<file path="src/hdl/dnsx_pkg.sv">
// ---------------------------------------------------------------------------
// DNS answer address extractor package
// Shared types, codes and constants for the parser front, queue and back.
// ---------------------------------------------------------------------------
package dnsx_pkg;

    localparam int QDEPTH = 4;
    localparam int QAW    = $clog2(QDEPTH);
    localparam int QCW    = $clog2(QDEPTH + 1);

    localparam logic [15:0] MATCH_TYPE_RESET = 16'd1;

    localparam logic [15:0] HDR_QD_HI   = 16'd4;
    localparam logic [15:0] HDR_QD_LO   = 16'd5;
    localparam logic [15:0] HDR_AN_HI   = 16'd6;
    localparam logic [15:0] HDR_AN_LO   = 16'd7;
    localparam logic [15:0] HDR_LAST    = 16'd11;
    localparam logic [15:0] QFIX_LAST   = 16'd3;
    localparam logic [15:0] AFIX_TYPE_HI = 16'd0;
    localparam logic [15:0] AFIX_TYPE_LO = 16'd1;
    localparam logic [15:0] AFIX_RDL_HI = 16'd8;
    localparam logic [15:0] AFIX_RDL_LO = 16'd9;
    localparam logic [15:0] ADDR_BYTES  = 16'd4;
    localparam logic [15:0] ADDR_LAST   = 16'd3;
    localparam logic [1:0]  PTR_MARK    = 2'b11;

    localparam logic KIND_ADDR  = 1'b0;
    localparam logic KIND_END   = 1'b1;
    localparam logic STAT_OK    = 1'b0;
    localparam logic STAT_EARLY = 1'b1;

    typedef enum logic [2:0] {
        PH_HEADER = 3'd0,
        PH_QNAME  = 3'd1,
        PH_QFIXED = 3'd2,
        PH_ANAME  = 3'd3,
        PH_AFIXED = 3'd4,
        PH_RDATA  = 3'd5,
        PH_DONE   = 3'd6
    } t_phase;

    typedef enum logic {
        BK_FIRST = 1'b0,
        BK_END   = 1'b1
    } t_back_state;

    typedef struct packed {
        logic [7:0] data_byte;
        logic       last_byte;
    } t_in_item;

    typedef struct packed {
        logic        result_kind;
        logic [31:0] ipv4_address;
        logic [15:0] answer_index;
        logic        parse_status;
        logic        last_result;
    } t_out_item;

    typedef struct packed {
        logic        has_addr;
        logic [31:0] addr;
        logic [15:0] idx;
        logic        has_end;
        logic        status;
    } t_evt;

    function automatic t_phase f_section(input logic [15:0] qleft, input logic [15:0] aleft);
        t_phase ph;
        if (qleft != 16'd0) begin
            ph = PH_QNAME;
        end else if (aleft != 16'd0) begin
            ph = PH_ANAME;
        end else begin
            ph = PH_DONE;
        end
        return ph;
    endfunction

endpackage

</file>
<file path="src/hdl/dnsx_front.sv">
// ---------------------------------------------------------------------------
// DNS parser front
// Walks header, questions and answer records one byte per accepted cycle and
// classifies each byte into an address event and/or an end event.
// ---------------------------------------------------------------------------
module dnsx_front
    import dnsx_pkg::*;
(
    input  logic        i_clk,
    input  logic        i_rst_n,
    input  logic        i_cfg_wr_en,
    input  logic [15:0] i_cfg_wr_data,
    input  logic        i_accept,
    input  t_in_item    i_item,
    output logic        o_push,
    output t_evt        o_evt
);

    logic [15:0] r_match;
    t_phase      r_phase, n_phase;
    logic [15:0] r_bcnt, n_bcnt;
    logic [15:0] r_qleft, n_qleft;
    logic [15:0] r_aleft, n_aleft;
    logic [5:0]  r_lleft, n_lleft;
    logic [15:0] r_rtype, n_rtype;
    logic [15:0] r_rdlen, n_rdlen;
    logic [31:0] r_acc, n_acc;
    logic [15:0] r_acnt, n_acnt;

    logic [7:0]  w_b;
    logic        w_hit;
    logic        w_fin;
    logic        w_sect;
    logic        w_name_done;
    logic        w_done;

    assign w_b = i_item.data_byte;

    always_comb begin
        n_phase     = r_phase;
        n_bcnt      = r_bcnt;
        n_qleft     = r_qleft;
        n_aleft     = r_aleft;
        n_lleft     = r_lleft;
        n_rtype     = r_rtype;
        n_rdlen     = r_rdlen;
        n_acc       = r_acc;
        n_acnt      = r_acnt;
        w_hit       = 1'b0;
        w_fin       = 1'b0;
        w_sect      = 1'b0;
        w_name_done = 1'b0;

        case (r_phase)
            PH_HEADER: begin
                if (r_bcnt == HDR_QD_HI) begin
                    n_qleft = {w_b, 8'h00};
                end else if (r_bcnt == HDR_QD_LO) begin
                    n_qleft = r_qleft | {8'h00, w_b};
                end else if (r_bcnt == HDR_AN_HI) begin
                    n_aleft = {w_b, 8'h00};
                end else if (r_bcnt == HDR_AN_LO) begin
                    n_aleft = r_aleft | {8'h00, w_b};
                end
                if (r_bcnt == HDR_LAST) begin
                    w_sect = 1'b1;
                end else begin
                    n_bcnt = r_bcnt + 16'd1;
                end
            end
            PH_QNAME, PH_ANAME: begin
                if (r_bcnt != 16'd0) begin
                    n_bcnt      = 16'd0;
                    w_name_done = 1'b1;
                end else if (r_lleft != 6'd0) begin
                    n_lleft = r_lleft - 6'd1;
                end else if (w_b[7:6] == PTR_MARK) begin
                    n_bcnt = 16'd1;
                end else begin
                    n_lleft     = w_b[5:0];
                    w_name_done = (w_b[5:0] == 6'd0);
                end
                if (w_name_done) begin
                    n_phase = (r_phase == PH_QNAME) ? PH_QFIXED : PH_AFIXED;
                    n_bcnt  = 16'd0;
                end
            end
            PH_QFIXED: begin
                if (r_bcnt == QFIX_LAST) begin
                    n_qleft = r_qleft - 16'd1;
                    w_sect  = 1'b1;
                end else begin
                    n_bcnt = r_bcnt + 16'd1;
                end
            end
            PH_AFIXED: begin
                if (r_bcnt == AFIX_TYPE_HI) begin
                    n_rtype = {w_b, 8'h00};
                end else if (r_bcnt == AFIX_TYPE_LO) begin
                    n_rtype = r_rtype | {8'h00, w_b};
                end else if (r_bcnt == AFIX_RDL_HI) begin
                    n_rdlen = {w_b, 8'h00};
                end else if (r_bcnt == AFIX_RDL_LO) begin
                    n_rdlen = r_rdlen | {8'h00, w_b};
                end
                if (r_bcnt == AFIX_RDL_LO) begin
                    n_bcnt = 16'd0;
                    n_acc  = 32'd0;
                    if (n_rdlen == 16'd0) begin
                        w_fin = 1'b1;
                    end else begin
                        n_phase = PH_RDATA;
                    end
                end else begin
                    n_bcnt = r_bcnt + 16'd1;
                end
            end
            PH_RDATA: begin
                if (r_bcnt < ADDR_BYTES) begin
                    n_acc = {r_acc[23:0], w_b};
                end
                w_hit = (r_bcnt == ADDR_LAST) && (r_rtype == r_match);
                if (({1'b0, r_bcnt} + 17'd1) >= {1'b0, r_rdlen}) begin
                    w_fin = 1'b1;
                end else begin
                    n_bcnt = r_bcnt + 16'd1;
                end
            end
            default: begin
            end
        endcase

        if (w_fin) begin
            n_acnt  = r_acnt + 16'd1;
            n_aleft = r_aleft - 16'd1;
            w_sect  = 1'b1;
        end
        if (w_sect) begin
            n_bcnt  = 16'd0;
            n_lleft = 6'd0;
            n_phase = f_section(n_qleft, n_aleft);
        end

        w_done = (n_phase >= PH_DONE);

        o_evt.has_addr = w_hit;
        o_evt.addr     = n_acc;
        o_evt.idx      = r_acnt;
        o_evt.has_end  = i_item.last_byte;
        o_evt.status   = w_done ? STAT_OK : STAT_EARLY;

        if (i_item.last_byte) begin
            n_phase = PH_HEADER;
            n_bcnt  = 16'd0;
            n_qleft = 16'd0;
            n_aleft = 16'd0;
            n_lleft = 6'd0;
            n_rtype = 16'd0;
            n_rdlen = 16'd0;
            n_acc   = 32'd0;
            n_acnt  = 16'd0;
        end
    end

    assign o_push = i_accept && (w_hit || i_item.last_byte);

    always_ff @(posedge i_clk) begin
        if (!i_rst_n) begin
            r_match <= MATCH_TYPE_RESET;
        end else if (i_cfg_wr_en) begin
            r_match <= i_cfg_wr_data;
        end
    end

    always_ff @(posedge i_clk) begin
        if (!i_rst_n) begin
            r_phase <= PH_HEADER;
            r_bcnt  <= 16'd0;
            r_qleft <= 16'd0;
            r_aleft <= 16'd0;
            r_lleft <= 6'd0;
            r_rtype <= 16'd0;
            r_rdlen <= 16'd0;
            r_acc   <= 32'd0;
            r_acnt  <= 16'd0;
        end else if (i_accept) begin
            r_phase <= n_phase;
            r_bcnt  <= n_bcnt;
            r_qleft <= n_qleft;
            r_aleft <= n_aleft;
            r_lleft <= n_lleft;
            r_rtype <= n_rtype;
            r_rdlen <= n_rdlen;
            r_acc   <= n_acc;
            r_acnt  <= n_acnt;
        end
    end

    a_addr_from_rdata: assert property (@(posedge i_clk) disable iff (!i_rst_n)
        (o_push && o_evt.has_addr) |-> (r_phase == PH_RDATA && r_bcnt == ADDR_LAST))
        else $error("address event outside fourth rdata byte");

    a_last_clears: assert property (@(posedge i_clk) disable iff (!i_rst_n)
        (i_accept && i_item.last_byte) |=> (r_phase == PH_HEADER && r_bcnt == 16'd0))
        else $error("parser not cleared after last byte");

endmodule

</file>
<file path="src/hdl/dnsx_queue.sv">
// ---------------------------------------------------------------------------
// DNS event queue
// Short FIFO of classified events between the parser front and result back.
// ---------------------------------------------------------------------------
module dnsx_queue
    import dnsx_pkg::*;
(
    input  logic i_clk,
    input  logic i_rst_n,
    input  logic i_push,
    input  t_evt i_push_data,
    input  logic i_pop,
    output logic o_full,
    output logic o_valid,
    output t_evt o_head
);

    t_evt           r_mem [QDEPTH];
    logic [QAW-1:0] r_wptr, r_rptr;
    logic [QCW-1:0] r_count, n_count;

    assign o_full  = (r_count == QCW'(QDEPTH));
    assign o_valid = (r_count != '0);
    assign o_head  = r_mem[r_rptr];

    always_comb begin
        n_count = r_count;
        case ({i_push, i_pop})
            2'b10:   n_count = r_count + QCW'(1);
            2'b01:   n_count = r_count - QCW'(1);
            default: n_count = r_count;
        endcase
    end

    always_ff @(posedge i_clk) begin
        if (i_push) begin
            r_mem[r_wptr] <= i_push_data;
        end
    end

    always_ff @(posedge i_clk) begin
        if (!i_rst_n) begin
            r_wptr  <= '0;
            r_rptr  <= '0;
            r_count <= '0;
        end else begin
            if (i_push) begin
                r_wptr <= r_wptr + QAW'(1);
            end
            if (i_pop) begin
                r_rptr <= r_rptr + QAW'(1);
            end
            r_count <= n_count;
        end
    end

    a_no_overflow: assert property (@(posedge i_clk) disable iff (!i_rst_n)
        i_push |-> !o_full)
        else $error("push into full queue");

    a_no_underflow: assert property (@(posedge i_clk) disable iff (!i_rst_n)
        i_pop |-> o_valid)
        else $error("pop from empty queue");

endmodule

</file>
<file path="src/hdl/dnsx_back.sv">
// ---------------------------------------------------------------------------
// DNS result back
// Expands queued events into address and end results behind an output
// register.
// ---------------------------------------------------------------------------
module dnsx_back
    import dnsx_pkg::*;
(
    input  logic      i_clk,
    input  logic      i_rst_n,
    input  logic      i_q_valid,
    input  t_evt      i_q_head,
    output logic      o_pop,
    output logic      o_out_valid,
    input  logic      i_out_ready,
    output t_out_item o_out_item
);

    t_back_state r_state, n_state;
    logic        r_valid, n_valid;
    t_out_item   r_item, n_item;
    logic        w_load;

    assign w_load = !r_valid || i_out_ready;

    always_comb begin
        n_state = r_state;
        if (w_load && i_q_valid) begin
            if (r_state == BK_FIRST && i_q_head.has_addr && i_q_head.has_end) begin
                n_state = BK_END;
            end else begin
                n_state = BK_FIRST;
            end
        end
    end

    always_comb begin
        o_pop   = 1'b0;
        n_valid = r_valid;
        n_item  = r_item;
        if (w_load) begin
            n_valid = i_q_valid;
            if (i_q_valid) begin
                if (r_state == BK_END || !i_q_head.has_addr) begin
                    n_item.result_kind  = KIND_END;
                    n_item.ipv4_address = 32'd0;
                    n_item.answer_index = 16'd0;
                    n_item.parse_status = i_q_head.status;
                    n_item.last_result  = 1'b1;
                    o_pop               = 1'b1;
                end else begin
                    n_item.result_kind  = KIND_ADDR;
                    n_item.ipv4_address = i_q_head.addr;
                    n_item.answer_index = i_q_head.idx;
                    n_item.parse_status = STAT_OK;
                    n_item.last_result  = !i_q_head.has_end;
                    o_pop               = !i_q_head.has_end;
                end
            end
        end
    end

    always_ff @(posedge i_clk) begin
        if (!i_rst_n) begin
            r_state <= BK_FIRST;
            r_valid <= 1'b0;
        end else begin
            r_state <= n_state;
            r_valid <= n_valid;
        end
    end

    always_ff @(posedge i_clk) begin
        r_item <= n_item;
    end

    assign o_out_valid = r_valid;
    assign o_out_item  = r_item;

    a_end_pending: assert property (@(posedge i_clk) disable iff (!i_rst_n)
        (r_state == BK_END) |-> (i_q_valid && i_q_head.has_end && i_q_head.has_addr))
        else $error("end result pending without queued event");

    a_pop_on_final: assert property (@(posedge i_clk) disable iff (!i_rst_n)
        o_pop |-> n_item.last_result)
        else $error("event popped before its final result");

endmodule

</file>
<file path="src/hdl/dns_answer_address_extractor_core.sv">
// ---------------------------------------------------------------------------
// DNS answer address extractor core
// Each result is registered in the 4-entry event queue, then in the output
// register. Throughput: one message byte per cycle while the queue is not
// full; the parser front does all state work in the accepting cycle. A last
// byte that also ends an address record yields two results from one event.
// Reset: synchronous active-low; parser returns to the header, match type to 1.
// ---------------------------------------------------------------------------
module dns_answer_address_extractor_core
    import dnsx_pkg::*;
(
    input  logic        i_clk,
    input  logic        i_rst_n,
    input  logic        i_cfg_wr_en,
    input  logic [15:0] i_cfg_wr_data,
    input  logic        i_in_valid,
    output logic        o_in_ready,
    input  t_in_item    i_in_item,
    output logic        o_out_valid,
    input  logic        i_out_ready,
    output t_out_item   o_out_item
);

    logic w_accept;
    logic w_push;
    t_evt w_evt;
    logic w_full;
    logic w_q_valid;
    t_evt w_q_head;
    logic w_pop;

    assign o_in_ready = !w_full;
    assign w_accept   = i_in_valid && !w_full;

    dnsx_front u_front (
        .i_clk         (i_clk),
        .i_rst_n       (i_rst_n),
        .i_cfg_wr_en   (i_cfg_wr_en),
        .i_cfg_wr_data (i_cfg_wr_data),
        .i_accept      (w_accept),
        .i_item        (i_in_item),
        .o_push        (w_push),
        .o_evt         (w_evt)
    );

    dnsx_queue u_queue (
        .i_clk       (i_clk),
        .i_rst_n     (i_rst_n),
        .i_push      (w_push),
        .i_push_data (w_evt),
        .i_pop       (w_pop),
        .o_full      (w_full),
        .o_valid     (w_q_valid),
        .o_head      (w_q_head)
    );

    dnsx_back u_back (
        .i_clk       (i_clk),
        .i_rst_n     (i_rst_n),
        .i_q_valid   (w_q_valid),
        .i_q_head    (w_q_head),
        .o_pop       (w_pop),
        .o_out_valid (o_out_valid),
        .i_out_ready (i_out_ready),
        .o_out_item  (o_out_item)
    );

endmodule
</file>
<file path="config.mk">
export PLATFORM = sky130hd
export DESIGN_NAME = dns_answer_address_extractor_core
export DESIGN_NICKNAME = d
export VERILOG_FILES = /design/src/hdl/dnsx_pkg.sv /design/src/hdl/dnsx_front.sv /design/src/hdl/dnsx_queue.sv /design/src/hdl/dnsx_back.sv /design/src/hdl/dns_answer_address_extractor_core.sv
export SDC_FILE = /design/constraint.sdc
export NUM_CORES = 1
export LEC_CHECK = 0
export BUFFER_PORTS_ARGS = -buffer_cell sky130_fd_sc_hd__buf_2
export CORE_ASPECT_RATIO = 0.5
export CORE_UTILIZATION = 60
export CTS_CLUSTER_DIAMETER = 100
export CTS_CLUSTER_SIZE = 14
export DETAILED_ROUTE_END_ITERATION = 10
export PLACE_DENSITY_LB_ADDON = 0.25
export SLEW_MARGIN = 20
export SYNTH_ARGS = -nofsm -noshare
export SYNTH_HDL_FRONTEND = slang
export SYNTH_SLANG_ARGS = --single-unit
</file>
<file path="constraint.sdc">
create_clock -name i_clk -period 14.75 [get_ports i_clk]
set_input_delay 0.7375 -clock i_clk [delete_from_list [all_inputs] [get_ports i_clk]]
set_output_delay 0.7375 -clock i_clk [all_outputs]
set_load 0.1 [all_outputs]
</file>
==> impl_metrics.tcl, run 1 <==
set metrics [dict create \
    final_nets 1670 \
    peakVddDrop_mv 0.1328 \
    rows 45 \
    wirelength_um 41380 \
    crit_type "flip-flop to flip-flop" \
    grt_pass1_wl_um 66410 \
    post_cts_buffers 0 \
    start_util_pct 61.36 \
    netlist_area_sq_mm 0.01873 \
    avgSynthCellArea_sq_um 11.93 \
    cts_tree "yes" \
    period_needed_ns 5.100 \
    worst-endpoint-arrival_ns 5.37 \
    setup.worst_path.start_class "flip-flop" \
    io_buffers 82 \
    synth-seq-area-share_pct 58.43 \
    postSynthCellCount 1569 \
    grt_util_met1_pct 36.43 \
    die_w_um 251.8 \
    timing.hold.ws_ns 0.4442 \
    hold_buffers 0 \
    wl_per_cell_um 20.15 \
    dieArea_sq_mm 0.03196 \
    yosys_register_bits 419 \
    drv_cap 0 \
    crit_fanout 21 \
    slew_viol_final 0 \
    clk_latency_ns 0.54 \
    drc_errors 0 \
    areaGrowthSynthToFinish_pct 9.154 \
    synth_edf_count 255 \
    status "completed" \
    io_pins 83 \
    grt_pass1_vias 12540 \
    grt.busiest_layer "met2" \
    cts.sink_count 419 \
    antennaDiodeCount 0 \
    finalHoldViolCount 0 \
    max-slew-margin-rel_pct 28.77 \
    yosysWarnings 0 \
    largest_reg_flops 204 \
    grt_start_max_net_pins 76 \
    vias 12620 \
    antenna_found_initial 0 \
    grt_setup_unrepaired "false" \
    fin_crit_sh_pct 34.58 \
    die_h_um 126.9 \
    crit_required_ns 15.02 \
    fp.coreArea_sq_mm 0.03052 \
    leakagePower_nw 6.757 \
    clock-root-buffer "clkbuf_16" \
    synthArstFlopShare_pct 0 \
    drt_iter0_markers 1077 \
    global_route.usage.met2_pct 43.53 \
    finClkSkew_ns 0.02072 \
    regMostFlops "u_queue.r_mem" \
    cts-htree-levels 2 \
    final.setup.worst_slack_ns 9.650 \
    power_density_mw_per_mm2 162.7 \
    drive_above_1_share_pct 13.24 \
    setup_violations 0 \
    grt_use_met3_pct 4.576 \
    synth_area_leaders "edfxtp_1 (41%), dfxtp_1 (18%), mux4_2 (6.1%)" \
    grt_overflow 0 \
    syn_nets 1630 \
    synth_top_area_share_pct 40.89 \
    layout_commonest_cell "edfxtp_1" \
    synth_top_area_cell "edfxtp_1" \
    tns_ns 0 \
    clk_pin_slew_ns 0.08 \
    final_util_pct 66.98 \
    ys.flop_type "edfxtp_1" \
    dpl_worst_slack_ns 9.715 \
    clock_path_buffers 3 \
    final_antenna_net_count 0 \
    cts_repair_resize_count 0 \
    cts_buffers 35 \
    final_cell_mix "edfxtp_1 (255), dfxtp_1 (162), nor2b_1 (152)" \
    yosysUniqueCellTypes 68 \
    tightestPinTransition_ns 1.065 \
    hp-class "primary input to flip-flop" \
    via_per_inst 6.146 \
    grt_usage_pct 26.48 \
    place_congestion 0.9104 \
    first_pass_iters 6 \
    end_kind "flip-flop" \
    max_freq_mhz 196.1 \
    hpwl_um 25180 \
    p_total_mw 3.326 \
]
[final cells by class]
cell class,count,area [sq um]
clock buffer,57,958.4
clock inverter,2,28.78
fill,2217,10080
inverter,40,150.1
multi-input combinational,1012,7274
sequential,419,10950
tap,423,529.3
timing repair buffer,101,553.0
[metrics by stage]
step / cells / area, sq um
after floorplan: 1569 / 18730
after global placement: 1995 / 19450
after detailed placement: 1995 / 19450
after CTS: 2054 / 20440
after global routing: 2054 / 20440
final: 2054 / 20440
[logic make-up (layout without fill, tap and decap cells)]
family / Yosys count / in the layout / synth area share, %
xor gates and xnor gates: 56 / 56 / 2.619
AOI/OAI and AO/OA: 285 / 285 / 10.30
adders and majority gates: 31 / 31 / 2.111
buffers and inverters: 138 / 200 / 2.907
muxes: 76 / 76 / 7.470
DFF: 419 / 419 / 58.43
and+or+nand+nor: 564 / 564 / 16.17
[worst paths after layout]
path                                          from             endpoint  slack (ns)  cells after the start
worst max-delay path             u_front.r_bcnt[0]  u_queue.r_mem[0][0]        9.65                     16
worst min-delay path              i_cfg_wr_data[0]   u_front.r_match[0]        0.44                      3
worst max register to register   u_front.r_bcnt[0]  u_queue.r_mem[0][0]        9.65                     16
worst min register to register  u_front.r_rtype[6]   u_front.r_rtype[6]        0.49                      2
[worst max-delay path, stage by stage, from the launching register on]
cell	delay [ns]
dfxtp_1	0.44
ha_1	0.41
nand3_1	0.23
nor4_1	0.51
nand2_1	0.14
xnor2_1	0.22
ha_1	0.28
a211oi_1	0.23
o21ai_0	0.12
o211ai_1	0.12
a31oi_1	0.21
or2_2	0.53
a221oi_1	0.32
a31oi_1	0.10
a2111oi_0	0.51
nand3_1	0.21
a21o_1	0.25
[synth_stat cells (4+ instances only)]
| master | n |
|---|---|
| or4_1 | 10 |
| and2_1 | 27 |
| a22o_1 | 8 |
| mux2i_1 | 25 |
| nor2_1 | 78 |
| a21oi_1 | 41 |
| and4_1 | 5 |
| o22ai_1 | 6 |
| a21o_1 | 10 |
| nor3_1 | 25 |
| mux4_2 | 51 |
| o21ai_0 | 66 |
| or2_2 | 5 |
| nor4_1 | 22 |
| nand3b_1 | 4 |
| edfxtp_1 | 255 |
| nand4b_1 | 4 |
| o211ai_1 | 15 |
| nor2b_1 | 152 |
| a221oi_1 | 4 |
| buf_2 | 5 |
| xnor2_1 | 36 |
| nand3_1 | 24 |
| and3_1 | 17 |
| inv_1 | 40 |
| ha_1 | 30 |
| a21boi_0 | 17 |
| nand2_1 | 137 |
| a32oi_1 | 5 |
| nand4_1 | 21 |
| clkbuf_1 | 88 |
| a22oi_1 | 70 |
| nand2b_1 | 6 |
| o21a_1 | 5 |
| a31oi_1 | 10 |
| or3_1 | 10 |
| dfxtp_1 | 164 |
| xor2_1 | 20 |
[metal layers]
layer  vias to the layer above  wire [um]
met5                         -          0
li1                       5856          -
met4                         0        967
met3                        78       2734
met1                      6242      18000
met2                       448      19680
[where the power goes]
group | switching, mW | total (mW) | internal [mW]
Sequential | 0.0343 | 1.43 | 1.40
Combinational | 0.837 | 1.04 | 0.205
Clock | 0.407 | 0.854 | 0.448
Power figures use the tool's default switching activity.
==> inputs of run 2 (changes only) <==
CORE_UTILIZATION = 56   (was 60)
clock period = 4.3 ns   (was 14.75 ns; I/O delays follow)
==> run 2 against run 1 <==
Compared with the run above:
- the flow now finishes with violations (DRC)
- first-iteration DRC count rose by 15%
- die area up 7.1%
- fmax up 24%
- power rose to 3.5 times the previous value
- global-route usage hardly changed
- sequential share of layout area fell by 1.7 points
- clock-buffer cell count is 1 lower
- non-clock buffer count up 63
- setup slack worse by 9.5 ns
- sequential power grew to 3.4 times the previous value
- critical path type unchanged
==> impl_metrics.tcl, run 2 (synthesis gave the netlist of run 1 again) <==
set metrics [dict create \
    final_antenna_net_count 0 \
    grt_setup_unrepaired "false" \
    dieArea_sq_mm 0.03422 \
    violations "DRC" \
    slew_viol_final 0 \
    max-slew-margin-rel_pct 29.18 \
    reg2reg_depth 10 \
    largest_reg_flops 204 \
    slowest_delay_ns 0.73 \
    drv_cap 0 \
    grt_usage_pct 26.49 \
    setup_violations 0 \
    clk_latency_ns 0.55 \
    io_pins 83 \
    hold_depth 3 \
    tightestPinTransition_ns 1.053 \
    finalHoldViolCount 0 \
    wl_per_cell_um 21.06 \
    drt_iter0_markers 1240 \
    r2r_start "u_front.r_bcnt[11]" \
    finClkSkew_ns 0.02236 \
    min_from "i_in_item[1]" \
    crit_required_ns 4.59 \
    peakVddDrop_mv 0.4694 \
    via_per_inst 6.068 \
    hp-class "primary input to flip-flop" \
    worst-endpoint-arrival_ns 4.39 \
    fp.coreArea_sq_mm 0.03229 \
    status "finished, violations left" \
    setup.worst_path.start_class "flip-flop" \
    end_kind "flip-flop" \
    final_nets 1733 \
    regMostFlops "u_queue.r_mem" \
    crit_family "simple AND/OR/NAND/NOR gates" \
    period_needed_ns 4.104 \
    holdPathEnd "u_front.r_lleft[0]" \
    grt_use_met3_pct 5.729 \
    io_buffers 82 \
    grt_util_met1_pct 36.03 \
    grt.busiest_layer "met2" \
    cts_buffers 35 \
    die_h_um 131.3 \
    power_density_mw_per_mm2 545.3 \
    crit_type "flip-flop to flip-flop" \
    path_cells "or4_1, or3_4, or4_4, o311ai_4, nand3_2, nor4b_2, nand4_1, nor4b_4, nand3_2, a21o_1" \
    cts.sink_count 419 \
    leakagePower_nw 7.117 \
    reg2reg_to "u_queue.r_mem[3][0]" \
    place_congestion 0.9203 \
    first_pass_iters 9 \
    antennaDiodeCount 0 \
    crit_top_cell "nand3_2" \
    clock-root-buffer "clkbuf_16" \
    clk_pin_slew_ns 0.07 \
    final_cell_mix "edfxtp_1 (255), dfxtp_1 (159), nor2b_1 (152)" \
    wirelength_um 44750 \
    hpwl_um 28150 \
    path_buf_inv 0 \
    fin_crit_sh_pct 95.45 \
    max_freq_mhz 243.7 \
    global_route.usage.met2_pct 42.83 \
    grt_pass1_vias 12950 \
    final_util_pct 65.37 \
    fin_cells 2125 \
    drive_above_1_share_pct 16.30 \
    dp.cells 2048 \
    drc_errors 14 \
    slowest_stage "or4_1" \
    start_util_pct 57.99 \
    antenna_found_initial 0 \
    vias 12900 \
    cts-htree-levels 2 \
    crit_fanout 11 \
    layout_commonest_cell "edfxtp_1" \
    grt_pass1_wl_um 70570 \
    areaGrowthSynthToFinish_pct 12.72 \
    grt_start_max_net_pins 65 \
    r2r_slack_ns 0.20 \
    rows 46 \
    die_w_um 260.6 \
    clock_path_buffers 3 \
    cts_tree "yes" \
    grt_overflow 0 \
]
==> run 2: changes by cell type in the layout (fill, tap and decap cells not counted), sizes merged <==
cell / delta
buf: +46
dlygate4sd3: +17
clkbuf: -1
==> run 2: tightest hold or removal path, cell delays in order <==
cell and delay [ns]:
buf_2 0.23, nand4_1 0.11, a21boi_0 0.08
==> run 2: timing repair <==
item,in CTS,in global routing
setup buffers,1,1
setup endpoints to repair,8,40
pin swaps,2,10
endpoints found under the hold margin,17,0
hold buffers,17,0
gates resized for setup,3,19
==> run 2: per-layer routing <==
metal / part of all wire, % / wire [um]
met5: 0 / 0
met4: 2.1 / 944
met1: 43 / 19420
met2: 47 / 21090
met3: 7.4 / 3298
==> run 2: how the worst max path moves through the flow <==
stage | start | end | slack [ns] | depth (start not counted)
finish | u_front.r_bcnt[11] | u_queue.r_mem[3][0] | 0.20 | 10
global route | u_front.r_bcnt[6] | u_queue.r_mem[1][0] | 0.005 | 18
CTS | u_front.r_bcnt[6] | u_queue.r_mem[3][0] | 0.02 | 18
detailed placement | u_front.r_bcnt[6] | u_queue.r_mem[3][0] | -0.11 | 17
global placement | u_front.r_bcnt[6] | u_queue.r_mem[0][0] | 0.003 | 17
floorplan | u_front.r_bcnt[0] | u_queue.r_mem[0][0] | 0.08 | 18
==> run 2: per-stage QoR <==
stage / TNS [ns] / instance area, sq um / hold slack, ns / power (mW) / setup slack [ns]
finish: 0 / 21110 / 0.1428 / 11.51 / 0.1958
detailed placement: -0.4598 / 19840 / 0.4380 / 8.645 / -0.1058
floorplan: 0 / 18730 / 0.3139 / 7.953 / 0.07857
global route: 0 / 21110 / 0.1416 / 11.94 / 0.004802
CTS: 0 / 21010 / 0.1221 / 11.60 / 0.01558
global placement: 0 / 19840 / 0.4397 / 8.582 / 0.003103
==> run 2: power breakdown <==
group | total (mW) | leakage [nW] | switching (mW) | internal (mW)
clock | 2.94 | 0.470 | 1.41 | 1.53
combinational | 3.65 | 3.09 | 2.91 | 0.734
sequential | 4.92 | 3.56 | 0.133 | 4.79
==> run 2: cell type report <==
class	count	area, sq um
sequential	419	10950
timing repair buffer	164	1119
fill	2397	11180
tap	432	540.5
inverter	40	150.1
clock buffer	56	954.7
multi-input combinational	1012	7362
clock inverter	2	28.78
==> inputs of run 3 (changes only) <==
SYNTH_HIERARCHICAL = 1   (was default)
==> run 3 against run 2 <==
Compared with the run above:
- the flow now finishes without violations
- sequential share of layout area rose by 0.43 points
- via count rose by 1.2%
- global-route usage fell by 0.17 points
- final area fell by 0.87%
- non-clock buffer count fell by 4
- synthesized area fell by 0.31%
- sequential power rose by 0.8%
- die area fell by 0.31%
- critical path depth rose by 6
- clock skew barely moved
- wire length barely moved
- power fell by 0.24%
- critical path type unchanged
- largest cell class unchanged
==> impl_metrics.tcl, run 3 <==
set metrics [dict create \
    clock_path_buffers 3 \
    postSynthCellCount 1553 \
    clk_pin_slew_ns 0.07 \
    worst-endpoint-arrival_ns 4.32 \
    regMostFlops "u_queue/r_mem" \
    wl_per_cell_um 21.19 \
    final_antenna_net_count 0 \
    clk_latency_ns 0.55 \
    peakVddDrop_mv 0.4554 \
    final_nets 1715 \
    hpwl_um 28220 \
    period_needed_ns 4.025 \
    die_w_um 260.2 \
    max_freq_mhz 248.5 \
    n_fill_cell 2411 \
    synthTopCellsByCount "edfxtp_1 (255), nor2_1 (198), dfxtp_1 (164), a21oi_1 (105), clkbuf_1 (67)" \
    reg2reg_to "u_queue/r_mem[0][0]" \
    synth_edf_count 255 \
    cts-htree-levels 2 \
    holdPathEnd "u_front/r_match[0]" \
    synth-seq-area-share_pct 58.61 \
    syn_nets 1613 \
    drt_iter0_markers 1186 \
    post-synth-top-count-cell "edfxtp_1" \
    grt_pass1_wl_um 70520 \
    yosysWarnings 6 \
    grt_start_max_net_pins 67 \
    placed_area_sq_mm 0.01967 \
    drc_errors 0 \
    cts.sink_count 419 \
    p_total_mw 11.48 \
    hold_depth 2 \
    synth_top_area_share_pct 41.02 \
    first_pass_iters 4 \
    fin_cells 2111 \
    min_from "i_rst_n" \
    r2r_slack_ns 0.28 \
    status "completed" \
    drive_above_1_share_pct 17.21 \
    cts_tree "yes" \
    dp.cells 2032 \
    fp.coreArea_sq_mm 0.03223 \
    avgSynthCellArea_sq_um 12.02 \
    largest_reg_flops 204 \
    io_pins 83 \
    areaGrowthSynthToFinish_pct 12.08 \
    grt_setup_unrepaired "false" \
    synth_top_area_cell "edfxtp_1" \
    tightestPinTransition_ns 1.057 \
    die_h_um 131.1 \
    yosysUniqueCellTypes 85 \
    grt_pass1_vias 12880 \
    netlist_area_sq_mm 0.01867 \
    crit_fanout 13 \
    stdcell_area_sq_mm 0.02092 \
    start_util_pct 57.92 \
    crit_required_ns 4.59 \
    layout_commonest_cell "edfxtp_1" \
    leakagePower_nw 7.198 \
    tns_ns 0 \
    r2r_start "u_front/r_bcnt[2]" \
    end_kind "flip-flop" \
    via_per_inst 6.185 \
    ys.flop_type "edfxtp_1" \
    synth_area_leaders "edfxtp_1 (41%), dfxtp_1 (18%), mux4_2 (6.0%)" \
    place_congestion 0.8838 \
    io_buffers 82 \
    cts_buffers 35 \
    yosys_register_bits 419 \
    antennaDiodeCount 0 \
    vias 13060 \
    grt_overflow 0 \
    rows 46 \
    setup.worst_path.start_class "flip-flop" \
    power_density_mw_per_mm2 548.7 \
    dieArea_sq_mm 0.03411 \
    slew_viol_final 0 \
    wirelength_um 44740 \
    crit_type "flip-flop to flip-flop" \
    finClkSkew_ns 0.02285 \
    hp-class "primary input to flip-flop" \
    max-slew-margin-rel_pct 28.96 \
    final_cell_mix "edfxtp_1 (255), nor2_1 (196), dfxtp_1 (160)" \
    antenna_found_initial 0 \
    grt_usage_pct 26.32 \
    reg2reg_depth 16 \
    clock-root-buffer "clkbuf_16" \
    drv_cap 0 \
    final_util_pct 64.92 \
    fin_crit_sh_pct 93.60 \
    finalHoldViolCount 0 \
    setup_violations 0 \
    synthArstFlopShare_pct 0 \
]
==> run 3: changes by cell type after synthesis, sizes merged, moves of 15 or more <==
cell	previous run	this run
nor2b	152	14
and2	27	63
a21boi	17	2
nand2	137	58
a22o	8	39
a21oi	41	105
clkbuf	89	72
nor2	78	198
a22oi	70	45
o21ai	69	48
==> run 3: worst max-delay path by stage <==
stage,start,end,slack (ns),cells after the start
after floorplan,u_front/r_bcnt[2],u_queue/r_mem[0][0],0.006,21
after global placement,u_front/r_bcnt[1],u_queue/r_mem[0][0],0.19,16
after detailed placement,u_front/r_bcnt[1],u_queue/r_mem[0][0],0.14,17
after CTS,u_front/r_bcnt[1],u_queue/r_mem[0][0],0.11,17
after global routing,u_front/r_bcnt[1],u_queue/r_mem[2][0],0.001,18
final,u_front/r_bcnt[2],u_queue/r_mem[0][0],0.28,16
==> run 3: through the flow <==
step | hold WS (ns) | worst slack (ns)
final | 0.1267 | 0.2753
after global routing | 0.1226 | 0.001469
after CTS | 0.1007 | 0.1087
after detailed placement | 0.4629 | 0.1370
after global placement | 0.4348 | 0.1865
after floorplan | 0.3367 | 0.006273
==> run 3: area by class of cell <==
cell class / count / area (sq um) / share of cell area, %
clock inverter: 3 / 55.05 / 0.2631
sequential: 419 / 10950 / 52.32
multi-input combinational: 995 / 7159 / 34.22
timing repair buffer: 160 / 1092 / 5.220
tap: 432 / 540.5 / 2.583
clock buffer: 58 / 962.2 / 4.598
inverter: 44 / 166.4 / 0.7953
==> run 3: critical path, stage by stage, from the launching register on <==
cell and delay, ns:
dfxtp_1 0.34, buf_4 0.20, nand3_1 0.19, buf_4 0.20, nor2_1 0.20, xor2_1 0.11, ha_1 0.31, a21oi_1 0.07
o21ai_1 0.26, o22ai_1 0.14, o211a_1 0.31, o21ai_4 0.24, mux2_2 0.35, o21ai_0 0.19, and4_1 0.25, nand4_2 0.13
a21bo_4 0.27
==> run 3: layer usage <==
layer	track usage [%]	wire length, um	vias to the layer above
met4	7.602	960	0
met1	36.86	19820	6487
met2	42.61	21280	474
met3	4.090	2674	70
met5	0	0	-
li1	-	-	6025
==> run 3: cells by family (layout without fill, tap and decap cells) <==
family / Yosys count / count (layout) / share of synthesized area [%]
buffers and inverters: 139 / 265 / 3.452
XOR/XNOR: 52 / 52 / 2.440
AO/OA/AOI/OAI: 318 / 318 / 11.45
multiplexers: 79 / 79 / 7.701
adder cells (fa/ha/maj): 30 / 30 / 2.051
flip-flops: 419 / 419 / 58.61
AND/OR/NAND/NOR: 516 / 516 / 14.30
==> run 3: report_power, final <==
group          total [mW]  internal [mW]  switching [mW]
Combinational        3.58          0.731            2.85
Sequential           4.96           4.79           0.173
Clock                2.94           1.55            1.39
==> run 3: what timing repair did <==
item	CTS	global route
hold endpoints to repair	17	0
resized for setup	0	13
endpoints found under the setup margin	0	34
hold buffers	17	0
setup buffers	0	1
